===== src/largest_empty_square_finder_unit_defines.svh =====
// Assertion helpers for the RTL that checks itself.
`ifndef LARGEST_EMPTY_SQUARE_FINDER_UNIT_DEFINES_SVH
`define LARGEST_EMPTY_SQUARE_FINDER_UNIT_DEFINES_SVH

// Check a condition at every clock edge outside reset.
`define LESF_ASSERT_NOW(label, cond, msg) \
    label: assert property (@(posedge aclk) disable iff (!aresetn) (cond)) else $error(msg);

// Check a condition in the cycle after a trigger.
`define LESF_ASSERT_NEXT(label, trig, cond, msg) \
    label: assert property (@(posedge aclk) disable iff (!aresetn) (trig) |=> (cond)) \
        else $error(msg);

`endif


===== src/lesf_pkg.sv =====
package lesf_pkg;

    localparam int CHAR_W       = 8;
    localparam int COL_COUNT_W  = 11;
    localparam int SIZE_W       = 11;
    localparam int POS_W        = 10;

    localparam int DEF_MAX_COLS = 1024;
    localparam int DEF_MAX_ROWS = 1024;

    localparam logic [SIZE_W-1:0]      SIZE_CAP         = 11'd2047;
    localparam logic [COL_COUNT_W-1:0] COL_COUNT_RESET  = 11'd1024;
    localparam logic [CHAR_W-1:0]      EMPTY_CHAR_RESET = 8'd46;

    localparam int CFG_IDX_W  = 1;
    localparam int CFG_DATA_W = 11;
    localparam logic [CFG_IDX_W-1:0] REG_COLUMN_COUNT = 1'd0;
    localparam logic [CFG_IDX_W-1:0] REG_EMPTY_CHAR   = 1'd1;

    localparam int IN_TDATA_W  = 8;
    localparam int OUT_TDATA_W = 32;

    typedef struct packed {
        logic              found;
        logic [SIZE_W-1:0] size;
        logic [POS_W-1:0]  row;
        logic [POS_W-1:0]  col;
    } result_t;

    typedef struct packed {
        logic [1:0] count;
        logic       full;
    } queue_stat_t;

endpackage


===== src/lesf_out_queue.sv =====
module lesf_out_queue (
    input  logic                  aclk,
    input  logic                  aresetn,
    input  logic                  push,
    input  lesf_pkg::result_t     push_data,
    input  logic                  pop,
    output logic                  out_valid,
    output lesf_pkg::result_t     out_data,
    output lesf_pkg::queue_stat_t stat
);
    import lesf_pkg::*;

    result_t    entry_reg [2];
    logic       wr_ptr_reg, wr_ptr_next;
    logic       rd_ptr_reg, rd_ptr_next;
    logic [1:0] count_reg, count_next;
    logic       do_push, do_pop;

    assign do_pop  = pop && (count_reg != 2'd0);
    assign do_push = push;

    always_comb begin
        wr_ptr_next = do_push ? ~wr_ptr_reg : wr_ptr_reg;
        rd_ptr_next = do_pop ? ~rd_ptr_reg : rd_ptr_reg;
        count_next  = count_reg;
        if (do_push && !do_pop) begin
            count_next = count_reg + 1'b1;
        end else if (do_pop && !do_push) begin
            count_next = count_reg - 1'b1;
        end
    end

    always_ff @(posedge aclk) begin
        if (do_push) begin
            entry_reg[wr_ptr_reg] <= push_data;
        end
    end

    always_ff @(posedge aclk) begin
        if (!aresetn) begin
            wr_ptr_reg <= 1'b0;
            rd_ptr_reg <= 1'b0;
            count_reg  <= 2'd0;
        end else begin
            wr_ptr_reg <= wr_ptr_next;
            rd_ptr_reg <= rd_ptr_next;
            count_reg  <= count_next;
        end
    end

    assign out_valid  = count_reg != 2'd0;
    assign out_data   = entry_reg[rd_ptr_reg];
    assign stat.count = count_reg;
    assign stat.full  = count_reg == 2'd2;

endmodule


===== config.mk =====
export PLATFORM = sky130hd
export DESIGN_NAME = lesf_out_queue
export DESIGN_NICKNAME = d
export VERILOG_FILES = /design/src/largest_empty_square_finder_unit_defines.svh /design/src/lesf_pkg.sv /design/src/lesf_out_queue.sv
export SDC_FILE = /design/constraint.sdc
export NUM_CORES = 1
export LEC_CHECK = 0
export BUFFER_PORTS_ARGS = -buffer_cell sky130_fd_sc_hd__buf_2
export CORE_MARGIN = 2
export CORE_UTILIZATION = 46
export DETAILED_ROUTE_END_ITERATION = 10
export PLACE_DENSITY = 0.84
export SLEW_MARGIN = 5
export SYNTH_ARGS = -nofsm -noshare
export SYNTH_HDL_FRONTEND = slang
export SYNTH_SLANG_ARGS = --single-unit

===== constraint.sdc =====
create_clock -name aclk -period 2.3 [get_ports aclk]
set_input_delay 0.345 -clock aclk [delete_from_list [all_inputs] [get_ports aclk]]
set_output_delay 0.345 -clock aclk [all_outputs]
set_load 0.01 [all_outputs]

# Yosys cells after proc, flatten, opt, wreduce, memory -nomap -nowiden
# Memory sizes are Yosys's and may differ from the RTL's. A register that Yosys moved wholly into a read port is not among the register bits.
# Index checks and enable logic that the tools add are counted.
[totals]
regBits = 4
out_inout_bits = 36
mem_count = 1
mem_bits_rw = 64
input_bits = 36
[classes]
eq_ne = 1
muxes = 6
n_addsub = 2
n_bitwise = 2
reduce_logical = 7
[memory_table]
columns = ["memory", "depth", "word_bits", "read_ports", "rd_ports_with_merged_regs", "write_ports", "line_no", "rtl"]
rows = [
  ["entry_reg", 2, 32, 1, 1, 1, "lesf_out_queue.sv:13", "result_t entry_reg [2];"],
]
[ops]
columns = ["cell", "count"]
rows = [
  ["2-to-1 mux 1 bit", 4],
  ["2-to-1 mux 2 bit", 2],
  ["nonzero test 2 bit", 2],
  ["logical AND 1 bit", 3],
  ["adder 2 x 1 -> 2 bit (second input constant)", 1],
  ["equality test 2 bit (second input constant)", 1],
  ["logical NOT 1 bit", 2],
  ["inverter 1 bit", 2],
  ["subtractor 2 x 1 -> 2 bit (second input constant)", 1],
]

# Depth between registers and ports, before layout
[depth]
word_depth = 5
depth_mapped = 5
mapped_depth_nobuf = 5

# Worst setup path after synthesis
# Ideal clock, no wire load.
[synth_path]
path_kind = "input-to-reg"
from = "input port push"
to = "memory entry_reg[0][0] in the netlist's numbering (enable)"
path_slack_ps = 50
required_time_ps = 1874
n_path_buf = 0
setup_ps = 426
t_arrival_ps = 1824
path_stages = 1
path_cell_list = "nor2b_1"
[synth_between]
elab_chain_len = 2
[synth_lines]
columns = ["element", "line_no", "rtl"]
rows = [
  ["start, declared", "lesf_out_queue.sv:4", "input logic push,"],
  ["2-to-1 mux 1 bit", "lesf_out_queue.sv:34", "if (do_push) begin"],
  ["2-to-1 mux 1 bit (implied by the code)", "lesf_out_queue.sv:35", "entry_reg[wr_ptr_reg] <= push_data;"],
  ["end, declared", "lesf_out_queue.sv:13", ""],
]
# Every way passes these cells.

==> impl_metrics.yaml <==
drt:
  drt_iter0_drc: 49
  drt_first_pass_iters: 4
  drc: 0
  postRouteAntennaNets: 0
  wl_per_cell_um: 14.6
  drt-total-wl_um: 4080
  vias: 1326
  avgViaCountPerCell: 4.75
timing:
  setup_viol: 0
  final.setup.tns_ns: 0
  worst_pin_slew_ns: 0.493
  grt_setup_unrepaired: "false"
  fin_ws_ns: 0.449
  max_slew_margin_pct: 67.2
  fin_crit_ns: 1.85
  hold_viol_final: 0
  skew_ns: 0.00591
  max_freq_mhz: 540
  drv_slew: 0
  post-route-period-util_pct: 80.5
setup_path:
  slowest_delay_ns: 0.39
  cp_max_fo: 24
  critPathKind: "register to output pin"
  end_kind: "output pin"
  worstPathBufferInverterCount: 2
  required_ns: 1.96
  cp-start-kind: "register"
  crit_chain: "buf_4, mux2_2, buf_2"
  r2r-start: "count_reg[0]$_SDFFE_PN0P_"
  crit_family: "buffers and inverters"
  crit_slowest_cell: "mux2_2"
  cp.arrival_ns: 1.51
finish:
  fin_area_um2: 3200
  layout_commonest_cell: "buf_2"
  nets: 241
  drive_above_1_share_pct: 56.9
  num_antenna_cells: 0
  final_cell_mix: "71 x buf_2, 64 x edfxtp_1, 30 x mux2_2"
  syn2layout_area_growth_pct: 26.4
  largest_reg_flops: 64
floorplanning:
  dieWidth_um: 78.1
  io_pins: 72
  die_h_um: 78.1
  core-area_um2: 5200
  rows: 26
  die_area_um2: 6110
  initial_core_util_pct: 48.6
clock_network:
  insertion_delay_ns: 0.33
  postCtsSetupRepairBufs: 0
  cts.path.max_buffers: 2
  cts-htree-levels: 3
  ctsHoldBuffers: 0
  cts_buffers: 9
  cts_resized: 0
  clk_pin_slew_worst_paths_ns: 0.07
  tritoncts: "yes"
  root_buffer: "clkbuf_8"
  cts_sinks: 69
yosys:
  ys_seq_elements: 69
  synth_area_leaders: "edfxtp_1 76%, mux2_2 13%, dfxtp_1 4.0%, and2_1 0.99%, buf_4 0.89%"
  synth_cell_types: 17
  ys_seq_area_share_pct: 80.0
  syn_inst: 122
  yosysTopAreaCell: "edfxtp_1"
  yosysWarnings: 0
  synth_top_area_share_pct: 76.0
  syn_area_um2: 2530
  avgSynthCellArea_um2: 20.7
  syn-num-nets: 159
status:
  outcome: "finished, final reports clean"
global_route:
  grt_pass1_vias: 1415
  grt_usage_pct: 14.6
  grt_max_degree: 25
  gr-total-overflow: 0
  grt_first_pass_wirelength_um: 6470
  antenna_found_initial: 0
pwr:
  vdd.ir_drop.worst_mv: 0.701
  power_w: 0.00322
  p_per_area_nw_per_um2: 1010
  p_leak_nw: 1.22
placement:
  place_ws_ns: 0.794
  port_buffers: 71
  globalplace.congestion: 0.676
  place_area_um2: 3010
  hpwl_um: 2770
min_path:
  hold_path_class: "input port to register"
  min_from: "push_data[20]"
flow_run:
  maxCapViolCount: 0
layer usage:
metal,global-route usage [%],vias to the layer above,part of all wire (%)
met2,23.8,55,50
met3,6.09,9,8.0
met5,0,-,0
met4,8.60,0,1.9
li1,-,635,-
met1,15.9,627,40
metrics by stage:
stage	hold WS, ns	util [%]	cells
2_1_floorplan	0.444	-	122
3_3_place_gp	0.504	57.8	263
3_5_place_dp	0.531	57.8	263
4_1_cts	0.176	61.4	279
5_1_grt	0.175	61.4	279
6_report	0.196	61.4	279
Yosys cell counts:
| cell | n |
|---|---|
| a21boi_1 | 1 |
| and2_1 | 4 |
| buf_4 | 3 |
| clkbuf_1 | 1 |
| dfxtp_1 | 5 |
| edfxtp_1 | 64 |
| ha_1 | 1 |
| mux2_1 | 2 |
| mux2_2 | 30 |
| nor2b_1 | 3 |
| o21a_1 | 1 |
| o21ai_0 | 1 |
| o21ai_1 | 1 |
| or2_2 | 1 |
| or3_1 | 1 |
| xnor2_1 | 2 |
| xor2_1 | 1 |
cells by family (layout without fill, tap and decap cells):
family          count (synthesis)  in the layout  synth area share (%)
mux                            32             32                  14.3
flops                          69             69                  80.0
fa+ha+maj                       1              1                 0.495
compound gates                  4              4                 0.989
xor+xnor                        3              3                  1.04
simple gates                    9              9                  2.23
buf+inv                         4             91                  1.04
power breakdown:
part / switching, W / total, W / internal [W]
Clock: 0.000393 / 0.000924 / 0.000531
Sequential: 0.0000468 / 0.00152 / 0.00147
Combinational: 0.000372 / 0.000781 / 0.000409
worst paths after layout:
| path | depth (start not counted) | slack (ns) | end |
|---|---|---|---|
| setup / recovery | 3 | 0.45 | out_data[28] |
| hold / removal | 1 | 0.20 | entry_reg[1][20]$_DFFE_PP_ |
| setup reg to reg | 4 | 0.87 | count_reg[1]$_SDFFE_PN0P_ |
| hold reg to reg | 2 | 0.54 | count_reg[1]$_SDFFE_PN0P_ |
area by class of cell:
| cell class | instances | area (um2) |
|---|---|---|
| sequential | 69 | 2020 |
| fill | 399 | 2010 |
| multi-input combinational | 49 | 488 |
| timing repair buffer | 75 | 410 |
| clock buffer | 14 | 153 |
| tap | 70 | 87.6 |
| clock inverter | 2 | 35.0 |
Note: power is estimated with default switching activity, not from simulation.
