## src/largest_empty_square_finder_unit_defines.svh

```systemverilog
// Assertion helpers for the RTL that checks itself.
`ifndef LARGEST_EMPTY_SQUARE_FINDER_UNIT_DEFINES_SVH
`define LARGEST_EMPTY_SQUARE_FINDER_UNIT_DEFINES_SVH

// Check a condition at every clock edge outside reset.
`define LESF_ASSERT_NOW(label, cond, msg) \
    label: assert property (@(posedge aclk) disable iff (!aresetn) (cond)) else $error(msg);

// Check a condition in the cycle after a trigger.
`define LESF_ASSERT_NEXT(label, trig, cond, msg) \
    label: assert property (@(posedge aclk) disable iff (!aresetn) (trig) |=> (cond)) \
        else $error(msg);

`endif

```

## src/lesf_pkg.sv

```systemverilog
package lesf_pkg;

    localparam int CHAR_W       = 8;
    localparam int COL_COUNT_W  = 11;
    localparam int SIZE_W       = 11;
    localparam int POS_W        = 10;

    localparam int DEF_MAX_COLS = 1024;
    localparam int DEF_MAX_ROWS = 1024;

    localparam logic [SIZE_W-1:0]      SIZE_CAP         = 11'd2047;
    localparam logic [COL_COUNT_W-1:0] COL_COUNT_RESET  = 11'd1024;
    localparam logic [CHAR_W-1:0]      EMPTY_CHAR_RESET = 8'd46;

    localparam int CFG_IDX_W  = 1;
    localparam int CFG_DATA_W = 11;
    localparam logic [CFG_IDX_W-1:0] REG_COLUMN_COUNT = 1'd0;
    localparam logic [CFG_IDX_W-1:0] REG_EMPTY_CHAR   = 1'd1;

    localparam int IN_TDATA_W  = 8;
    localparam int OUT_TDATA_W = 32;

    typedef struct packed {
        logic              found;
        logic [SIZE_W-1:0] size;
        logic [POS_W-1:0]  row;
        logic [POS_W-1:0]  col;
    } result_t;

    typedef struct packed {
        logic [1:0] count;
        logic       full;
    } queue_stat_t;

endpackage

```

## src/lesf_dp.sv

```systemverilog
module lesf_dp #(
    parameter int MAX_COLS = lesf_pkg::DEF_MAX_COLS,
    parameter int MAX_ROWS = lesf_pkg::DEF_MAX_ROWS
) (
    input  logic                                             aclk,
    input  logic                                             aresetn,
    input  logic                                             in_accept,
    input  logic                                             in_empty,
    input  logic                                             in_last,
    input  logic [((MAX_COLS > 1) ? $clog2(MAX_COLS) : 1)-1:0] in_col,
    input  logic [((MAX_ROWS > 1) ? $clog2(MAX_ROWS) : 1)-1:0] in_row,
    input  logic [lesf_pkg::SIZE_W-1:0]                      up,
    output logic                                             wr_en,
    output logic [((MAX_COLS > 1) ? $clog2(MAX_COLS) : 1)-1:0] wr_addr,
    output logic [lesf_pkg::SIZE_W-1:0]                      wr_data,
    output logic                                             res_valid,
    output lesf_pkg::result_t                                res
);
    import lesf_pkg::*;

    localparam int CW = (MAX_COLS > 1) ? $clog2(MAX_COLS) : 1;
    localparam int RW = (MAX_ROWS > 1) ? $clog2(MAX_ROWS) : 1;

    logic              s1_valid_reg, s1_empty_reg, s1_last_reg;
    logic [CW-1:0]     s1_col_reg;
    logic [RW-1:0]     s1_row_reg;
    logic [SIZE_W-1:0] left_reg, diag_reg, best_size_reg;
    logic [SIZE_W-1:0] left_next, diag_next, best_size_next;
    logic [RW-1:0]     best_row_reg, best_row_next;
    logic [CW-1:0]     best_col_reg, best_col_next;
    logic [SIZE_W-1:0] min_val, size;
    logic [SIZE_W-1:0] best_size_cur;
    logic [RW-1:0]     best_row_cur;
    logic [CW-1:0]     best_col_cur;
    logic              better;

    always_ff @(posedge aclk) begin
        s1_empty_reg <= in_empty;
        s1_last_reg  <= in_last;
        s1_col_reg   <= in_col;
        s1_row_reg   <= in_row;
    end

    always_comb begin
        min_val = up;
        if (diag_reg < min_val) begin
            min_val = diag_reg;
        end
        if (left_reg < min_val) begin
            min_val = left_reg;
        end

        if (!s1_empty_reg) begin
            size = '0;
        end else if (s1_row_reg == '0 || s1_col_reg == '0) begin
            size = SIZE_W'(1);
        end else if (min_val == SIZE_CAP) begin
            size = SIZE_CAP;
        end else begin
            size = min_val + 1'b1;
        end

        // Strict test: the first corner in scan order keeps the title.
        better        = size > best_size_reg;
        best_size_cur = better ? size : best_size_reg;
        best_row_cur  = better ? s1_row_reg : best_row_reg;
        best_col_cur  = better ? s1_col_reg : best_col_reg;

        left_next      = left_reg;
        diag_next      = diag_reg;
        best_size_next = best_size_reg;
        best_row_next  = best_row_reg;
        best_col_next  = best_col_reg;
        if (s1_valid_reg) begin
            if (s1_last_reg) begin
                left_next      = '0;
                diag_next      = '0;
                best_size_next = '0;
                best_row_next  = '0;
                best_col_next  = '0;
            end else begin
                left_next      = size;
                diag_next      = up;
                best_size_next = best_size_cur;
                best_row_next  = best_row_cur;
                best_col_next  = best_col_cur;
            end
        end
    end

    always_ff @(posedge aclk) begin
        if (!aresetn) begin
            s1_valid_reg  <= 1'b0;
            left_reg      <= '0;
            diag_reg      <= '0;
            best_size_reg <= '0;
            best_row_reg  <= '0;
            best_col_reg  <= '0;
        end else begin
            s1_valid_reg  <= in_accept;
            left_reg      <= left_next;
            diag_reg      <= diag_next;
            best_size_reg <= best_size_next;
            best_row_reg  <= best_row_next;
            best_col_reg  <= best_col_next;
        end
    end

    assign wr_en     = s1_valid_reg;
    assign wr_addr   = s1_col_reg;
    assign wr_data   = size;
    assign res_valid = s1_valid_reg && s1_last_reg;

    always_comb begin
        res.found = best_size_cur != '0;
        res.size  = best_size_cur;
        res.row   = POS_W'(best_row_cur);
        res.col   = POS_W'(best_col_cur);
    end

endmodule

```

## config.mk

```make
export PLATFORM = sky130hd
export DESIGN_NAME = lesf_dp
export DESIGN_NICKNAME = d
export VERILOG_FILES = /design/src/largest_empty_square_finder_unit_defines.svh /design/src/lesf_pkg.sv /design/src/lesf_dp.sv
export SDC_FILE = /design/constraint.sdc
export NUM_CORES = 1
export LEC_CHECK = 0
export ABC_CLOCK_PERIOD_IN_PS = 19850
export BUFFER_PORTS_ARGS = -buffer_cell sky130_fd_sc_hd__buf_4
export CORE_MARGIN = 5
export CORE_UTILIZATION = 55
export CTS_CLUSTER_SIZE = 30
export DETAILED_ROUTE_END_ITERATION = 8
export PLACE_DENSITY = 0.86
export SETUP_SLACK_MARGIN = 0.15
export SYNTH_ARGS = -nofsm -noshare
export SYNTH_HDL_FRONTEND = slang
export SYNTH_SLANG_ARGS = --single-unit
export TNS_END_PERCENT = 20
```

## constraint.sdc

```tcl
create_clock -name aclk -period 19.85 [get_ports aclk]
set_input_delay 0 -clock aclk [delete_from_list [all_inputs] [get_ports aclk]]
set_output_delay 0 -clock aclk [all_outputs]
set_load 0.005 [all_outputs]
```

# Word level (Yosys, flattened, before mapping)
# Cells that the tools add are included.
[word_totals]
ff_bits = 76
latchBits = 0
ramBits = 0
mem_bits_ro = 0
out_inout_bits = 55
word_cells = 33
memories = 0
[op_classes]
add_sub_neg = 1
multipliers = 0
div_mod_pow = 0
magnitude_cmp = 3
n_eq_ne = 1
shifts = 0
muxes = 13
bitwise_logic = 0
reduce_logical = 5
[op_table]
columns = ["op", "n"]
rows = [
  ["11-bit 2-to-1 mux", 9],
  ["10-bit 2-to-1 mux", 4],
  ["11-bit less-than comparator", 2],
  ["10-bit logical NOT", 2],
  ["11-bit by 1-bit adder with 11-bit output (second input constant)", 1],
  ["11-bit == test (second input constant)", 1],
  ["11-bit > comparator", 1],
  ["11-bit nonzero test", 1],
  ["1-bit logical AND", 1],
  ["1-bit logical OR", 1],
]

# Depth between registers and ports, before layout
[depth]
ltp_word = 11
ltp_mapped = 46

# Worst setup path after synthesis
# OpenSTA, ideal clock, no wires.
[synth_timing]
kind = "flip-flop to flip-flop"
from = "reg diag_reg[6]"
to = "reg best_size_reg[4]"
arrival_time_ns = 7.590
setup_slack_ns = 12.145
path_stages_with_launch = 43
synth_period_minus_slack_ns = 7.705
cell_sequence = "dfxtp_1 -> ha_1 -> a21o_1 -> a21o_1 -> a21o_1 -> a21oi_2 -> buf_2 -> buf_2 -> buf_1 -> nor2_1 -> a21oi_1 -> ha_1 -> a21o_1 -> a21oi_1 -> nor2b_1 -> o21a_1 -> o21bai_1 -> a22oi_2 -> (+7 left out) -> or3_1 -> nor3_1 -> a31oi_1 -> a21boi_0 -> nor2_1 -> nor2_1 -> ha_1 -> nor2b_1 -> o21a_1 -> o21a_1 -> o21ai_0 -> nand2b_1 -> nor2_1 -> o2bb2ai_1 -> and3_1 -> buf_4 -> and3_1 -> o21a_1"
[synth_between]
elab_chain_len = 11
[synth_lines]
columns = ["element", "line_no", "source"]
rows = [
  ["from (decl)", "lesf_dp.sv:27", "logic [SIZE_W-1:0] left_reg, diag_reg, best_size_reg;"],
  ["from (signal assigned)", "lesf_dp.sv:102", "diag_reg <= diag_next;"],
  ["11-bit less-than comparator", "lesf_dp.sv:46", "if (diag_reg < min_val) begin"],
  ["11-bit 2-to-1 mux *", "lesf_dp.sv:46", ""],
  ["11-bit less-than comparator", "lesf_dp.sv:49", "if (left_reg < min_val) begin"],
  ["11-bit 2-to-1 mux *", "lesf_dp.sv:49", ""],
  ["11-bit by 1-bit adder with 11-bit output or 11-bit == test (tied branches)", "lesf_dp.sv:60, lesf_dp.sv:57", ""],
  ["11-bit 2-to-1 mux *", "lesf_dp.sv:57", "end else if (min_val == SIZE_CAP) begin"],
  ["11-bit 2-to-1 mux *", "lesf_dp.sv:55", "end else if (s1_row_reg == '0 || s1_col_reg == '0) begin"],
  ["11-bit 2-to-1 mux *", "lesf_dp.sv:53", "if (!s1_empty_reg) begin"],
  ["net wr_data (one bit)", "lesf_dp.sv:15", "output logic [lesf_pkg::SIZE_W-1:0] wr_data,"],
  ["11-bit > comparator *", "lesf_dp.sv:64", "better = size > best_size_reg;"],
  ["11-bit 2-to-1 mux *", "lesf_dp.sv:65", "best_size_cur = better ? size : best_size_reg;"],
  ["11-bit 2-to-1 mux *", "lesf_dp.sv:75", "if (s1_last_reg) begin"],
  ["to (signal assigned)", "lesf_dp.sv:103", "best_size_reg <= best_size_next;"],
  ["to (decl)", "lesf_dp.sv:27", ""],
]
# The timed path passes the listed nets; every way through them passes the cells marked *.
# A chain may end at the register's enable or synchronous reset.

# Worst setup path after layout
[layout_timing]
from = "reg diag_reg[6]"
to = "reg best_col_reg[9]"
[layout_between]
elab_chain_len = 11
[layout_lines]
columns = ["element", "line_no", "source"]
rows = [
  ["11-bit less-than comparator", "lesf_dp.sv:46", ""],
  ["11-bit 2-to-1 mux *", "lesf_dp.sv:46", ""],
  ["11-bit less-than comparator", "lesf_dp.sv:49", ""],
  ["11-bit 2-to-1 mux *", "lesf_dp.sv:49", ""],
  ["11-bit by 1-bit adder with 11-bit output or 11-bit == test (tied branches)", "lesf_dp.sv:60, lesf_dp.sv:57", ""],
  ["11-bit 2-to-1 mux *", "lesf_dp.sv:57", ""],
  ["11-bit 2-to-1 mux *", "lesf_dp.sv:55", ""],
  ["11-bit 2-to-1 mux *", "lesf_dp.sv:53", ""],
  ["11-bit > comparator *", "lesf_dp.sv:64", ""],
  ["10-bit 2-to-1 mux *", "lesf_dp.sv:67", "best_col_cur = better ? s1_col_reg : best_col_reg;"],
  ["10-bit 2-to-1 mux *", "lesf_dp.sv:75", ""],
  ["to (signal assigned)", "lesf_dp.sv:105", "best_col_reg <= best_col_next;"],
  ["to (decl)", "lesf_dp.sv:30", "logic [CW-1:0] best_col_reg, best_col_next;"],
]
# Every way passes the cells marked *; elsewhere a longest branch is shown, timed or not.

==> results.json <==
{
  "async_reset_ff_frac": 0,
  "row_count": 33,
  "clkLatencyLatePin_ns": 0.37,
  "worstPathRequired_ns": 20.12,
  "p_leak_uw": 0.00254,
  "status": "finished clean",
  "cts.sinks": 76,
  "max_slew_margin": 0.105,
  "ys_warn_count": 0,
  "pwr_density_cell_nw_per_um2": 122,
  "setup_violations": 0,
  "core-area_um2": 8260,
  "cts_tree": "built",
  "reg2reg_slack_ns": 9.79,
  "start_util": 0.567,
  "htreeDepth": 3,
  "cts_resized": 0,
  "synth-seq-cells": 76,
  "syn_area_um2": 4680,
  "vias_per_cell": 6.07,
  "r2r_start": "diag_reg[6]",
  "hold_path.class": "input port to flip-flop",
  "fin_util": 0.701,
  "clockBufferDepth": 2,
  "pin_count": 91,
  "placedInstanceArea_um2": 5340,
  "peakVddDrop_mv": 0.121,
  "worstMarginPinSlew_ns": 1.34,
  "grt_usage": 0.271,
  "grt_antenna_before_repair": 0,
  "synthToLayoutAreaGrowth_pct": 23.7,
  "drt-pass1-iter-count": 5,
  "dieHeight_um": 102,
  "cp-start-kind": "flip-flop",
  "synth_fp_nets": 698,
  "crit_path_end": "best_col_reg[9]",
  "synth.avg_cell_area_um2": 7.41,
  "hp-start": "up[6]",
  "max_freq_ghz": 0.0994,
  "yosysSeqAreaShare": 0.325,
  "drive_above_1_share": 0.167,
  "worstReg2RegEnd": "best_col_reg[9]",
  "synth_cell_types": 59,
  "postLayoutCellArea_um2": 5790,
  "dp_cells": 794,
  "fin_setup_tns_ns": 0,
  "place.gp.congestion": 0.993,
  "fin_nets": 791,
  "final_cells": 835,
  "grt_pass1_vias": 4825,
  "cp-end-kind": "flip-flop",
  "worst-setup-path-type": "flip-flop to flip-flop",
  "wl_mm": 14.0,
  "dp_hpwl_mm": 9.55,
  "synth_ff_type": "dfxtp_1",
  "die_w_um": 102,
  "skew_ns": 0.0189,
  "numCtsBuffers": 9,
  "startpoint": "diag_reg[6]",
  "grt_pass1_wl_mm": 23.0,
  "hold_buffers": 25,
  "die_area_um2": 10500,
  "synthCells": 632,
  "clk_pin_slew_ns": 0.10,
  "cts-root-buf": "clkbuf_8",
  "antenna_cells": 0,
  "cp_slowest_cell": "a31oi_2",
  "maxCapViolations": 0,
  "ff2ff_path_depth": 34,
  "port-buffer-count": 90,
  "post-route-period-util": 0.507,
  "drcViolationCount": 0,
  "synth_edf_count": 0,
  "grt_max_degree": 64,
  "grt_overflow": 0,
  "critPathMaxStageDelay_ns": 1.08,
  "finalHoldViolCount": 0,
  "rsz0062_at_grt": "no",
  "vias": 5065,
  "postRouteAntennaNets": 0,
  "cp_max_fo": 31,
  "wl_per_cell_um": 16.8,
  "drv_slew": 0,
  "cp.arrival_ns": 10.33,
  "layout_min_cycle_time_ns": 10.06,
  "drt_iter0_drc": 409,
  "cts_setup_buffers": 0
}
==> critical path: cells and delay by family (launching register included) <==
kind / cells / cell delay (ns)
AO/OA/AOI/OAI: 16 / 5.11
AND/OR/NAND/NOR: 12 / 2.79
adder cells (fa/ha/maj): 4 / 1.28
flip-flops: 1 / 0.45
multiplexers: 1 / 0.20
buffers and inverters: 1 / 0.09
==> logic make-up after synthesis <==
group,after synthesis,synth area share
and+or+nand+nor,259,0.256
AOI/OAI and AO/OA,182,0.239
DFF,76,0.325
buffers and inverters,66,0.0630
adders and majority gates,30,0.0801
xor gates and xnor gates,12,0.0224
muxes,7,0.0152
==> final cells by class <==
cell class              instances  area (um^2)
fillers                       653         2470
repair buffers                118          948
clock inverters                 5         60.1
well taps                     105          131
inverters                      30          113
clock buffers                  11          141
flip-flops and latches         76         1520
multi-input cells             490         2880
==> routing by layer <==
metal  GRT usage  routed length, um  vias up
met5           0                  0        -
met4      0.0767                332        0
met3      0.0608               1270       45
met2       0.452               6720      290
met1       0.351               5700     2307
li1            -                  -     2423
==> synthesized netlist by cell type, types with 7 or more instances <==
cell type	instances	area share
nor3_1	11	0.012
a31oi_1	8	0.011
o211ai_1	8	0.013
buf_2	8	0.0085
dfxtp_1	76	0.32
inv_1	29	0.023
nand2_1	110	0.088
nor4_1	7	0.0094
or3_1	12	0.016
ha_1	30	0.080
and3_1	10	0.013
o21a_1	8	0.013
clkbuf_1	19	0.015
nand3_1	44	0.047
o21ai_0	30	0.032
a21o_1	9	0.014
xnor2_1	7	0.013
nor2_1	39	0.031
a21oi_1	66	0.071
o21ai_1	20	0.021
==> worst min-delay path by stage <==
stage | to | slack (ns) | depth (start not counted)
after detailed placement | wr_addr[7] | 0.11 | 1
after floorplan | s1_empty_reg | 0.03 | 0
after CTS | diag_reg[1] | 0.06 | 4
final | diag_reg[6] | 0.06 | 4
after global placement | wr_addr[1] | 0.10 | 1
after global routing | diag_reg[1] | 0.08 | 4
==> cell usage in the layout (no fill, tap or decap), types with 9 or more instances in the layout <==
cell type        n
nand2_1        110
buf_4           93
dfxtp_1         76
a21oi_1         66
nand3_1         44
nor2_1          38
o21ai_0         30
ha_1            30
inv_1           29
dlygate4sd3_1   25
o21ai_1         20
or3_1           12
nor3_1          11
clkbuf_8        10
a21o_1           9
and3_1           9
==> power by group <==
part | leakage, uW | switching (uW) | internal (uW)
combinational | 0.00181 | 253 | 158
sequential | 0.000623 | 8.66 | 162
clock | 0.0000999 | 62.5 | 62.1
==> metrics by stage <==
| step | hold slack (ns) | total power [uW] | worst slack, ns |
|---|---|---|---|
| floorplan | 0.0277 | 447 | 12.15 |
| global placement | 0.104 | 560 | 10.58 |
| detailed placement | 0.106 | 570 | 10.22 |
| CTS | 0.0578 | 700 | 10.08 |
| global route | 0.0765 | 754 | 9.03 |
| finish | 0.0631 | 706 | 9.79 |
(Power assumes the default switching activity.)
