`config.mk`:
```
export PLATFORM = sky130hd
export DESIGN_NAME = lesf_scan
export DESIGN_NICKNAME = d
export VERILOG_FILES = /design/src/largest_empty_square_finder_unit_defines.svh /design/src/lesf_pkg.sv /design/src/lesf_scan.sv
export SDC_FILE = /design/constraint.sdc
export NUM_CORES = 1
export LEC_CHECK = 0
export ABC_AREA = 0
export BUFFER_PORTS_ARGS = -buffer_cell sky130_fd_sc_hd__buf_2
export CAP_MARGIN = 20
export CORE_UTILIZATION = 51
export CTS_CLUSTER_DIAMETER = 50
export DETAILED_ROUTE_END_ITERATION = 8
export PLACE_DENSITY = 0.76
export RECOVER_POWER = 50
export SLEW_MARGIN = 10
export SYNTH_ARGS = -nofsm -noshare
export SYNTH_HDL_FRONTEND = slang
export SYNTH_SLANG_ARGS = --single-unit
```
`constraint.sdc`:
```
create_clock -name aclk -period 16 [get_ports aclk]
set_clock_uncertainty 0.2 [all_clocks]
set_input_delay 1.6 -clock aclk [delete_from_list [all_inputs] [get_ports aclk]]
set_output_delay 1.6 -clock aclk [all_outputs]
set_load 0.05 [all_outputs]
```
`src/largest_empty_square_finder_unit_defines.svh`:
```
// Assertion helpers for the RTL that checks itself.
`ifndef LARGEST_EMPTY_SQUARE_FINDER_UNIT_DEFINES_SVH
`define LARGEST_EMPTY_SQUARE_FINDER_UNIT_DEFINES_SVH

// Check a condition at every clock edge outside reset.
`define LESF_ASSERT_NOW(label, cond, msg) \
    label: assert property (@(posedge aclk) disable iff (!aresetn) (cond)) else $error(msg);

// Check a condition in the cycle after a trigger.
`define LESF_ASSERT_NEXT(label, trig, cond, msg) \
    label: assert property (@(posedge aclk) disable iff (!aresetn) (trig) |=> (cond)) \
        else $error(msg);

`endif

```
`src/lesf_pkg.sv`:
```
package lesf_pkg;

    localparam int CHAR_W       = 8;
    localparam int COL_COUNT_W  = 11;
    localparam int SIZE_W       = 11;
    localparam int POS_W        = 10;

    localparam int DEF_MAX_COLS = 1024;
    localparam int DEF_MAX_ROWS = 1024;

    localparam logic [SIZE_W-1:0]      SIZE_CAP         = 11'd2047;
    localparam logic [COL_COUNT_W-1:0] COL_COUNT_RESET  = 11'd1024;
    localparam logic [CHAR_W-1:0]      EMPTY_CHAR_RESET = 8'd46;

    localparam int CFG_IDX_W  = 1;
    localparam int CFG_DATA_W = 11;
    localparam logic [CFG_IDX_W-1:0] REG_COLUMN_COUNT = 1'd0;
    localparam logic [CFG_IDX_W-1:0] REG_EMPTY_CHAR   = 1'd1;

    localparam int IN_TDATA_W  = 8;
    localparam int OUT_TDATA_W = 32;

    typedef struct packed {
        logic              found;
        logic [SIZE_W-1:0] size;
        logic [POS_W-1:0]  row;
        logic [POS_W-1:0]  col;
    } result_t;

    typedef struct packed {
        logic [1:0] count;
        logic       full;
    } queue_stat_t;

endpackage

```
`src/lesf_scan.sv`:
```
module lesf_scan #(
    parameter int MAX_COLS = lesf_pkg::DEF_MAX_COLS,
    parameter int MAX_ROWS = lesf_pkg::DEF_MAX_ROWS
) (
    input  logic                                             aclk,
    input  logic                                             aresetn,
    input  logic                                             accept,
    input  logic                                             last,
    input  logic [lesf_pkg::COL_COUNT_W-1:0]                 column_count,
    output logic [((MAX_COLS > 1) ? $clog2(MAX_COLS) : 1)-1:0] col_cur,
    output logic [((MAX_ROWS > 1) ? $clog2(MAX_ROWS) : 1)-1:0] row_cur
);
    import lesf_pkg::*;

    localparam int CW    = (MAX_COLS > 1) ? $clog2(MAX_COLS) : 1;
    localparam int RW    = (MAX_ROWS > 1) ? $clog2(MAX_ROWS) : 1;
    localparam int CNT_W = $clog2(MAX_COLS + 1);
    localparam int CMP_W = (CNT_W > COL_COUNT_W) ? CNT_W : COL_COUNT_W;
    localparam logic [RW-1:0] ROW_TOP = RW'(MAX_ROWS - 1);

    logic [CW-1:0]    col_reg, col_next, col_adv;
    logic [RW-1:0]    row_reg, row_next, row_adv;
    logic [CMP_W-1:0] cols, count_ext, col_inc;
    logic             wrap_in;

    always_comb begin
        count_ext = CMP_W'(column_count);
        if (column_count == '0) begin
            cols = CMP_W'(1);
        end else if (count_ext > CMP_W'(MAX_COLS)) begin
            cols = CMP_W'(MAX_COLS);
        end else begin
            cols = count_ext;
        end

        // Column count lowered mid-map: start the next row now.
        wrap_in = CMP_W'(col_reg) >= cols;
        col_cur = wrap_in ? '0 : col_reg;
        if (wrap_in && row_reg != ROW_TOP) begin
            row_cur = row_reg + 1'b1;
        end else begin
            row_cur = row_reg;
        end

        col_inc = CMP_W'(col_cur) + 1'b1;
        if (col_inc >= cols) begin
            col_adv = '0;
            row_adv = (row_cur != ROW_TOP) ? row_cur + 1'b1 : row_cur;
        end else begin
            col_adv = col_inc[CW-1:0];
            row_adv = row_cur;
        end

        col_next = col_reg;
        row_next = row_reg;
        if (accept) begin
            col_next = last ? '0 : col_adv;
            row_next = last ? '0 : row_adv;
        end
    end

    always_ff @(posedge aclk) begin
        if (!aresetn) begin
            col_reg <= '0;
            row_reg <= '0;
        end else begin
            col_reg <= col_next;
            row_reg <= row_next;
        end
    end

endmodule

```
### Yosys cells after proc, flatten, opt, wreduce, memory -nomap -nowiden

Index checks and enable logic that the tools add are counted.

| word-level totals | value |
|---|---|
| register bits | 20 |
| input port bits | 15 |
| output and inout bits | 20 |
| logic and storage cells | 21 |

| cells by class | value |
|---|---|
| add/subtract/negate cells | 3 |
| order comparisons | 3 |
| eq/ne operators | 2 |
| muxes and demuxes | 9 |
| reduce and logical (&&, ||, !) cells | 2 |

Operators by type and width:

| cell | count |
|---|---|
| $mux W10 | 7 |
| $mux W11 | 2 |
| $add A10 B1 Y10 const B | 2 |
| $ne A10 B10 Y1 const B | 2 |
| $add A10 B1 Y11 const B | 1 |
| $ge A10 B11 Y1 | 1 |
| $ge A11 B11 Y1 | 1 |
| $gt A11 B11 Y1 const B | 1 |
| $logic_not A11 Y1 | 1 |
| $logic_and A1 B1 Y1 | 1 |

### Longest topological paths before layout

Gate-level depths: netlist of the first run.

| logic depth | value |
|---|---|
| depth in word-level cells | 10 |
| gate-level depth with buffers | 24 |

### Least setup slack after synthesis of the first run

OpenSTA, ideal clock, no wires.

| path | value |
|---|---|
| kind | in2reg |
| from | in column_count[10] (netlist name) |
| to | reg row_reg[4] |
| setup time | 117 ps |
| data arrival time | 6378 ps |
| data required time | 15683 ps |
| setup slack | 9305 ps |
| stages | 22 |
| buffers on the path | 2 |
| path through | inv_1 clkbuf_1 nand2_1 ha_1 a211oi_1 nor3_2 nor2_2 clkbuf_2 and3_1 ha_1 nand3_1 nor2_1 and3_1 xor2_1 ha_1 a211oi_1 nand2_1 a2111oi_2 nor3b_1 nand2_1 mux2_2 a22o_1 |

RTL lines:

| item | line | source |
|---|---|---|
| start: declaration | lesf_scan.sv:9 | `input logic [lesf_pkg::COL_COUNT_W-1:0] column_count,` |
| $gt A11 B11 Y1 | lesf_scan.sv:30 | `end else if (count_ext > CMP_W'(MAX_COLS)) begin` |
| $mux W11 | lesf_scan.sv:30 |  |
| $mux W11 (*) | lesf_scan.sv:28 | `if (column_count == '0) begin` |
| $ge A10 B11 Y1 (*) | lesf_scan.sv:37 | `wrap_in = CMP_W'(col_reg) >= cols;` |
| $mux W10 (*) | lesf_scan.sv:38 | `col_cur = wrap_in ? '0 : col_reg;` |
| via col_cur (one bit) | lesf_scan.sv:10 | `output logic [((MAX_COLS > 1) ? $clog2(MAX_COLS) : 1)-1:0] col_cur,` |
| $add A10 B1 Y11 (*) | lesf_scan.sv:45 | `col_inc = CMP_W'(col_cur) + 1'b1;` |
| $ge A11 B11 Y1 (*) | lesf_scan.sv:46 | `if (col_inc >= cols) begin` |
| $mux W10 (*) | lesf_scan.sv:46 |  |
| $mux W10 (*) | lesf_scan.sv:58 | `row_next = last ? '0 : row_adv;` |
| end signal: assignment | lesf_scan.sv:68 | `row_reg <= row_next;` |
| end: declaration | lesf_scan.sv:22 | `logic [RW-1:0] row_reg, row_next, row_adv;` |

Mark *: on every way through the listed nets, which the timed path passes. The rest lies on a longest branch.
A chain may end at the register's enable or synchronous reset.

### Worst setup path in the final report of the first run

| path | value |
|---|---|
| from | in column_count[10] (netlist name) |
| to | reg row_reg[9] |

| between the ends | value |
|---|---|
| word-level cells in the longest chain between the ends | 10 |

RTL lines:

| item | line |
|---|---|
| $gt A11 B11 Y1 | lesf_scan.sv:30 |
| $mux W11 | lesf_scan.sv:30 |
| $mux W11 (*) | lesf_scan.sv:28 |
| parallel branches: the longest is 5 deep, another holds $ge A10 B11 Y1 | n/a |
| $mux W10 (*) | lesf_scan.sv:46 |
| $mux W10 (*) | lesf_scan.sv:58 |

Every way passes the cells marked *.

==> results of run 1 <==
## final cells by class
class / count / area, um^2
clock buffers: 3 / 41.29
inverters: 8 / 30.03
well taps: 52 / 65.06
fillers: 430 / 1838
repair buffers: 34 / 148.9
flip-flops and latches: 20 / 400.4
multi-input cells: 260 / 1921
clock inverters: 1 / 30.03
## power groups by stage
stage	Sequential [mW]	Combinational, mW	Clock [mW]
CTS	0.0504	0.0225	0.0531
global route	0.0504	0.0245	0.0558
detailed placement	0.0515	0.0223	0
global placement	0.0515	0.0218	0
floorplan	0.0513	0.0162	0
finish	0.0504	0.0225	0.0528
## Yosys cell counts (all sizes together), types with 4 or more instances
cell type and number:
nand4 6, and3 18, xnor2 9, nand3 12
nor3 7, inv 8, nor2 18, nor4 5
dfxtp 20, o211ai 4, nor2b 17, xor2 10
or3 4, o21ai 10, buf 5, a21oi 19
nand2 36, ha 24, a211oi 10, and2 4
clkbuf 6, mux2i 4
## logic make-up (layout without fill, tap and decap cells)
| family | count (synthesis) | count (layout) | share of synthesized area [%] |
|---|---|---|---|
| buffers and inverters | 20 | 46 | 4.169 |
| DFF | 20 | 20 | 16.47 |
| muxes | 5 | 5 | 2.110 |
| adders and majority gates | 24 | 24 | 12.35 |
| and+or+nand+nor | 140 | 140 | 33.66 |
| xor gates and xnor gates | 19 | 19 | 7.617 |
| AOI/OAI and AO/OA | 72 | 72 | 23.62 |
## per-stage QoR
| stage | cells | worst slack, ps | cell area [um^2] |
|---|---|---|---|
| 2_1_floorplan | 300 | 9305 | 2431 |
| 3_3_place_gp | 374 | 9343 | 2595 |
| 3_5_place_dp | 374 | 9060 | 2595 |
| 4_1_cts | 378 | 9315 | 2666 |
| 5_1_grt | 378 | 8098 | 2636 |
| 6_report | 378 | 8665 | 2636 |
## worst register-to-register path: stages (launching register included)
cell	delay [ps]
dfxtp_1	360
ha_1	340
a211oi_1	310
o21bai_1	210
o21ai_0	1000
and3_1	380
ha_1	240
nand3_1	100
nor2_1	170
and3_1	220
xor2_1	210
ha_1	300
a211oi_1	220
nand2_1	110
a2111oi_2	500
nor2_1	230
nand4_1	190
nor4_1	70
o41ai_1	340
## routing by layer
layer  vias up  wire length (um)
met4         0               112
met1      1135              3086
met3        15               520
met2       116              3058
met5         -                 0
li1       1156                 -
## path summary, 6_finish.rpt
kind,slack [ps],from,cells past startpoint,endpoint
hold reg to reg,300,row_reg[8]$_SDFFE_PN0P_,2,row_reg[8]$_SDFFE_PN0P_
hold / removal,300,row_reg[8]$_SDFFE_PN0P_,2,row_reg[8]$_SDFFE_PN0P_
setup / recovery,8660,column_count[10],21,row_reg[9]$_SDFFE_PN0P_
setup reg to reg,10190,col_reg[4]$_SDFFE_PN0P_,18,row_reg[9]$_SDFFE_PN0P_
==> metrics.md, run 1 <==
| Metric | Value |
|---|---|
| Util after Layout | 58.92% |
| Post-synth EDFFs | 0 |
| PostCTS Resize Cnt | 0 |
| H-tree levels | 1 |
| Critical Setup Path Class | in2reg |
| Worst hold path type | reg2reg |
| Sw power | 0.03422 mW |
| Hpwl dp | 5444 um |
| Clock-pin slew on the worst setup and hold paths | 90 ps |
| Most frequent cells in the layout | nand2_1, ha_1, dfxtp_1 |
| Worst path required time | 15930 ps |
| Sw Share | 27.24% |
| Slowest CP cell | o21ai_0 |
| RD Place Congestion | 0.9370 |
| DR WL/cell | 17.93 um |
| Global-route met3 utilization | 3.704% |
| Clock Latency Late Sink | 270 ps |
| TritonCTS buffer count | 3 |
| Port-buffer cells | 34 |
| Mean Syn Cell Area | 8.104 um^2 |
| Die W | 71.04 um |
| Slew @ Worst Pin | 1244 ps |
| Tot GR Track Use | 28.01% |
| WP buf/inv | 2 |
| Power share of the sequential group | 40.1% |
| # IOs | 35 |
| Int Pwr | 0.09140 mW |
| Fin. max-slew vios | 0 |
| Syn Inst Count | 300 |
| Die Footprint | 5047 um^2 |
| Pre-antenna DRT Iters | 7 |
| Peak fanout along the critical path | 16 |
| GR peak layer | met2 |
| Clk sinks | 20 |
| Vias in the first global route | 2408 |
| Initial DRC count | 157 |
| Crit path capture type | register |
| Share of post-route cells with drive strength above 1 | 15.64% |
| Crit share post-route | 45.85% |
| Power Density | 47.65 nW/um^2 |
| Initial core utilization | 54.33% |
| Max VDD drop | 0.03601 mV |
| # hold bufs at CTS | 0 |
| Syn Nets | 339 |
| Most used cell along the critical path | ha_1 |
| M1 GR Usage | 38.41% |
| Post-DRT Antenna Nets | 0 |
| Worst-path cell chain | buf_2 -> inv_1 -> nand2_1 -> ha_1 -> a211oi_1 -> o21bai_1 -> o21ai_0 -> and3_1 -> ha_1 -> nand3_1 -> nor2_1 -> and3_1 -> xor2_1 -> ha_1 -> a211oi_1 -> nand2_1 -> a2111oi_2 -> nor2_1 -> nand4_1 -> nor4_1 -> o41ai_1 |
| Clock group share of total power | 42.0% |
| Crit-path max cell delay | 1000 ps |
| #FFs+latches synth | 20 |
| Violated checks | DRC |
| Grt ovf | 0 |
| Antenna cells | 0 |
| DRC errors left | 1 |
| Comb pwr share | 17.9% |
| Async SR Flop Fraction | 0% |
| Floorplan core area | 4474 um^2 |
| Setup_tns | 0 ps |
| Top_reg_cell synth | dfxtp_1 |
| Tot Pwr | 0.1256 mW |
| FMAX | 136.3 MHz |
| Synth area leaders | dfxtp_1, ha_1, nand2_1, and3_1, nor2b_1 |
| Vias per Instance | 6.407 |
| Setup Viol. Count Final | 0 |
| Post-Route WL | 6777 um |
| Area Growth Syn to Fin | 8.441% |
| Post-Syn Area | 2431 um^2 |
| Yosys top cell area share | 16.47% |
| Area leader, netlist | dfxtp_1 |
| Hold Violations, Final | 0 |
| Final Critical Period | 7335 ps |
| Most common cell after layout, fill and taps aside | nand2_1 |
| Post-synthesis sequential area ratio | 16.47% |
| Postcts setup bufs | 0 |
| Rel. slew slack | 16.21% |
| Met2 Use GR | 46.26% |
| RSZ-0062 raised after global routing | no |
| YS warnings | 0 |
| Leak | 1.064 nW |
| First-pass GRT wire length | 11170 um |
| Delay-heaviest family, CP | compound AO/OA/AOI/OAI gates |
| Core Rows | 24 |
| Final nets | 366 |
| Max Cap Viol | 0 |
| Synth cell types | 71 |
| Outcome | complete, but fails checks |
| Critical path startpoint category | primary input |
| Initial antenna violation count | 0 |
| CTS tree | done |
| Pin count of the biggest net entering global routing | 19 |
| Clock Tree Buf Depth | 2 |
| Worst EP arrival | 7270 ps |
| Worst hold slack | 302.7 ps |
| Root Driver | clkbuf_8 |
| Die span in y | 71.04 um |
| Vias | 2422 |
(Power assumes the default switching activity.)
==> run 2: changes to the inputs <==
Settings changed: ABC_AREA 0 to 1, PLACE_DENSITY 0.76 to 0.79.
Clock period 16 ns to 5.9 ns, I/O delays scaled along.
==> run 2 against run 1 <==
Net effect: the run now ends clean; die area is 5.6% higher; setup slack got worse by 8100 ps; first-iteration DRC count rose by 23%; non-clock buffer count grew 3; total power rose to 3.0 times the previous value; critical path depth up 9; core utilization is 0.071 points lower; design area up 6.8%; synthesized cell count rose by 35%; critical endpoint is now col_reg[0]$_SDFFE_PN0P_; highest routed layer unchanged.
==> metrics.md, run 2 <==
| Metric | Value |
|---|---|
| Syn Nets | 443 |
| # hold bufs at CTS | 0 |
| Max Cap Viol | 0 |
| Worst hold path type | reg2reg |
| Slowest CP cell | ha_1 |
| Initial core utilization | 53.70% |
| Yosys top cell area share | 17.96% |
| Slew @ Worst Pin | 686.9 ps |
| Post-synth EDFFs | 0 |
| Syn Inst Count | 404 |
| Most used cell along the critical path | nand2_1 |
| Area leader, netlist | nand2_1 |
| Critical Setup Path Class | in2reg |
| Worst EP arrival | 5320 ps |
| Filler Cell Count | 476 |
| Synth area leaders | nand2_1, dfxtp_1, ha_1, inv_1, nand3_1 |
| Util after Layout | 58.85% |
| Leak | 1.344 nW |
| Postcts setup bufs | 0 |
| Rel. slew slack | 54.16% |
| TritonCTS buffer count | 3 |
| Critical path startpoint category | primary input |
| DRC errors left | 0 |
| Layout Cell Area excl Fill | 2816 um^2 |
| Fin. max-slew vios | 0 |
| Max VDD drop | 0.1544 mV |
| First-pass GRT wire length | 10690 um |
| Die W | 72.99 um |
| Outcome | complete, no violations |
| Mean Syn Cell Area | 6.361 um^2 |
| Clock Tree Buf Depth | 2 |
| Clock Latency Late Sink | 260 ps |
| Final nets | 475 |
| PostCTS Resize Cnt | 0 |
| Vias per Instance | 5.281 |
| Synth cell types | 39 |
| Vias in the first global route | 2296 |
| H-tree levels | 1 |
| RD Place Congestion | 0.8952 |
| CTS tree | done |
| Vias | 2651 |
| Top cells by count, synth | nand2_1, inv_1, nand3_1 |
| Die span in y | 72.99 um |
| Cell Area, Placed | 2765 um^2 |
| Port-buffer cells | 34 |
| Crit share post-route | 90.52% |
| Worst path required time | 5880 ps |
| # IOs | 35 |
| Initial DRC count | 193 |
| Crit path capture type | register |
| Post-Route WL | 6388 um |
| Area Growth Syn to Fin | 9.591% |
| Top_reg_cell synth | dfxtp_1 |
| DR WL/cell | 12.73 um |
| Peak fanout along the critical path | 19 |
| FMAX | 187.2 MHz |
| Root Driver | clkbuf_8 |
| Top-count cell post-synth | nand2_1 |
| #FFs+latches synth | 20 |
| Share of post-route cells with drive strength above 1 | 17.01% |
| Hold Violations, Final | 0 |
| Setup Viol. Count Final | 0 |
| Async SR Flop Fraction | 0% |
| Pin count of the biggest net entering global routing | 22 |
| Post-Syn Area | 2570 um^2 |
| RSZ-0062 raised after global routing | no |
| Final Critical Period | 5341 ps |
| Grt ovf | 0 |
| YS warnings | 0 |
| Dpl cells | 498 |
| Most common cell after layout, fill and taps aside | nand2_1 |
| Core Rows | 25 |
| Clock-pin slew on the worst setup and hold paths | 70 ps |
| Most frequent cells in the layout | nand2_1, inv_1, nand3_1 |
| Floorplan core area | 4786 um^2 |
| Clk sinks | 20 |
| Setup_tns | 0 ps |
| Tot GR Track Use | 25.56% |
| Hpwl dp | 5148 um |
| Antenna cells | 0 |
| Post-synthesis sequential area ratio | 15.58% |
| Initial antenna violation count | 0 |
| Crit-path max cell delay | 310 ps |
| Die Footprint | 5327 um^2 |
| Post-DRT Antenna Nets | 0 |
| Power Density | 135.5 nW/um^2 |
| Finished Layout Cells | 502 |
| Pre-antenna DRT Iters | 6 |
[run 2: cell count changes after synthesis, moves of 6 or more]
cell,previous run,this run
nand2_1,35,123
inv_1,8,50
nand3_1,10,33
and3_1,18,1
nor2b_1,17,0
nor2_1,16,28
a21oi_1,16,27
nand2_2,1,10
nand3_2,1,10
a211oi_1,8,0
nor2_2,2,8
nor2_4,0,6
[run 2: final cells by class]
type / count / area, um^2 / share of cell area [%]
multi-input combinational: 319 / 1879 / 66.73
sequential: 20 / 400.4 / 14.22
inverter: 55 / 210.2 / 7.463
timing repair buffer: 37 / 171.4 / 6.086
tap: 67 / 83.83 / 2.976
clock buffer: 3 / 41.29 / 1.466
clock inverter: 1 / 30.03 / 1.066
[run 2: final timing paths]
kind | startpoint | endpoint | slack [ps] | cells after the start
max | column_count[3] | col_reg[0]$_SDFFE_PN0P_ | 560 | 30
min reg2reg | col_reg[0]$_SDFFE_PN0P_ | col_reg[0]$_SDFFE_PN0P_ | 270 | 2
max reg2reg | col_reg[8]$_SDFFE_PN0P_ | col_reg[0]$_SDFFE_PN0P_ | 1430 | 25
min | col_reg[0]$_SDFFE_PN0P_ | col_reg[0]$_SDFFE_PN0P_ | 270 | 2
[run 2: metrics by stage]
step | setup slack (ps) | power, mW | hold WS, ps
floorplan | 44.69 | 0.2205 | 245.3
global placement | 438.6 | 0.2437 | 253.8
detailed placement | 304.6 | 0.2447 | 261.6
CTS | 559.6 | 0.3827 | 272.9
global route | 34.94 | 0.3981 | 306.7
finish | 559.3 | 0.3816 | 273.0
[run 2: critical path: cells and delay by family]
family          cells  cell delay, ps
simple gates       18            2680
buf+inv             4             490
compound gates      5             780
fa+ha+maj           3             770
[run 2: logic make-up after synthesis]
| kind of cell | count (synthesis) | synth area share [%] |
|---|---|---|
| adders and majority gates | 24 | 11.68 |
| xor gates and xnor gates | 11 | 3.749 |
| AOI/OAI and AO/OA | 39 | 8.374 |
| buffers and inverters | 65 | 11.20 |
| and+or+nand+nor | 245 | 49.42 |
| DFF | 20 | 15.58 |
[run 2: power by group]
group	leakage (nW)	switching (mW)	internal, mW	total, mW
registers	0.161	0.00241	0.137	0.139
clock network	0.0357	0.0486	0.0906	0.139
logic	1.15	0.0753	0.0277	0.103
total	1.34	0.126	0.255	0.382
[run 2: metal layers]
layer	track usage (%)	vias up	share of wire, %
li1	-	1365	-
met1	37.97	1187	50
met5	0	-	0
met4	7.625	0	1.3
met3	4.558	11	6.4
met2	37.04	88	43
==> run 3: changes to the inputs <==
Settings changed: BUFFER_PORTS_ARGS -buffer_cell sky130_fd_sc_hd__buf_2 to default, DONT_BUFFER_PORTS from default to 1, PLACE_DENSITY 0.79 to 0.7.
Clock period 5.9 ns to 5.5 ns, I/O delays scaled along.
==> run 3 against run 2 <==
Net effect: global-route usage decreased by 0.094 points; hold slack got worse by 13 ps; sequential share of layout area up 0.34 points; design area shrank 2.4%; largest cell class unchanged; core utilization shrank 1.4 points; clock power shrank 15%; combinational power about the same; via count decreased by 3.4%; die area unchanged; critical endpoint is now row_reg[2]$_SDFFE_PN0P_.
==> metrics.md, run 3 (same netlist as run 2, synthesis figures left out) <==
| Metric | Value |
|---|---|
| Outcome | complete, no violations |
| Post-Route WL | 6559 um |
| Port-buffer cells | 0 |
| Layout Cell Area excl Fill | 2750 um^2 |
| Pin count of the biggest net entering global routing | 22 |
| Most frequent cells in the layout | nand2_1, inv_1, nand3_1 |
| CTS tree | done |
| Core Rows | 25 |
| First-pass GRT wire length | 10610 um |
| Share of post-route cells with drive strength above 1 | 17.27% |
| Area Growth Syn to Fin | 7.011% |
| Setup ws final | 467.1 ps |
| Slew @ Worst Pin | 675.0 ps |
| Clk sinks | 20 |
| Die span in y | 72.99 um |
| Crit path capture type | register |
| Vias per Instance | 5.360 |
| Power Density | 135.3 nW/um^2 |
| # IOs | 35 |
| Pre-antenna DRT Iters | 5 |
| Fin. max-slew vios | 0 |
| RD Place Congestion | 0.9175 |
| Util after Layout | 57.46% |
| Rel. slew slack | 54.95% |
| # hold bufs at CTS | 0 |
| Cell Area, Placed | 2673 um^2 |
| Antenna cells | 0 |
| Dpl cells | 473 |
| Crit-path max cell delay | 310 ps |
| Final nets | 451 |
| Slowest CP cell | ha_1 |
| FMAX | 198.7 MHz |
| Tot GR Track Use | 25.46% |
| Critical Setup Path Class | in2reg |
| Peak fanout along the critical path | 17 |
| Worst hold path type | in2reg |
| Grt ovf | 0 |
| DR WL/cell | 13.72 um |
| Pre-CTS setup slack | 104.7 ps |
| Floorplan core area | 4786 um^2 |
| WP buf/inv | 4 |
| Delay-heaviest family, CP | simple AND/OR/NAND/NOR gates |
| Max VDD drop | 0.1369 mV |
| Leak | 1.301 nW |
| Initial DRC count | 156 |
| Worst EP arrival | 5030 ps |
| DRC errors left | 0 |
| Hpwl dp | 5253 um |
| Clock-pin slew on the worst setup and hold paths | 80 ps |
| H-tree levels | 1 |
| Finished Layout Cells | 478 |
| Die W | 72.99 um |
| Post-DRT Antenna Nets | 0 |
| Max Cap Viol | 0 |
| RSZ-0062 raised after global routing | no |
| Die Footprint | 5327 um^2 |
| Vias | 2562 |
| Setup_tns | 0 ps |
| Setup Viol. Count Final | 0 |
| Critical path startpoint category | primary input |
| Crit share post-route | 91.51% |
| Final Critical Period | 5033 ps |
| Root Driver | clkbuf_8 |
| Tot Pwr | 0.3720 mW |
| Hold Violations, Final | 0 |
| Most common cell after layout, fill and taps aside | nand2_1 |
| Worst path required time | 5500 ps |
| Clock Latency Late Sink | 270 ps |
| Worst hold slack | 259.9 ps |
| Initial antenna violation count | 0 |
| Clock Tree Buf Depth | 2 |
| Vias in the first global route | 2157 |
| TritonCTS buffer count | 3 |
| Initial core utilization | 53.70% |
## run 3: changes by cell type in the layout (fill, tap and decap cells not counted), moves of 2 or more
| cell | change |
|---|---|
| buf_2 | -17 |
| buf_4 | +10 |
| clkbuf_1 | -17 |
| nand2_1 | -2 |
| nand2_2 | +2 |
| nor2_1 | -2 |
## run 3: layer usage
layer	vias to the layer above	share of wire, %	global-route usage (%)
met4	0	0.35	2.614
li1	1316	-	-
met5	-	0	0
met3	5	5.1	3.867
met1	1181	52	40.42
met2	60	43	36.63
## run 3: path summary, 6_finish.rpt
kind / slack [ps] / from / depth (start not counted) / end
worst max-delay path: 470 / column_count[6] / 30 / row_reg[2]$_SDFFE_PN0P_
worst min-delay path: 260 / accept / 2 / row_reg[3]$_SDFFE_PN0P_
worst max register to register: 1080 / col_reg[7]$_SDFFE_PN0P_ / 26 / row_reg[2]$_SDFFE_PN0P_
worst min register to register: 270 / col_reg[0]$_SDFFE_PN0P_ / 2 / col_reg[0]$_SDFFE_PN0P_
## run 3: what timing repair did
item / 4_1_cts / 5_1_grt
buffers inserted: 0 / 1
setup endpoints to repair: 0 / 19
gates resized for setup: 0 / 3
endpoints found under the hold margin: 0 / 0
## run 3: final cells by class
type,count,area [um^2]
Fill cell,489,2036
Multi-Input combinational cell,319,1903
Sequential cell,20,400.4
Inverter,55,210.2
Timing Repair Buffer,13,97.59
Tap cell,67,83.83
Clock buffer,4,55.05
## run 3: power by group
part | switching, mW | internal, mW | leakage (nW) | total, mW
Sequential | 0.00290 | 0.147 | 0.161 | 0.150
Combinational | 0.0784 | 0.0262 | 1.11 | 0.105
Clock | 0.0537 | 0.0639 | 0.0288 | 0.118
Total | 0.135 | 0.237 | 1.30 | 0.372
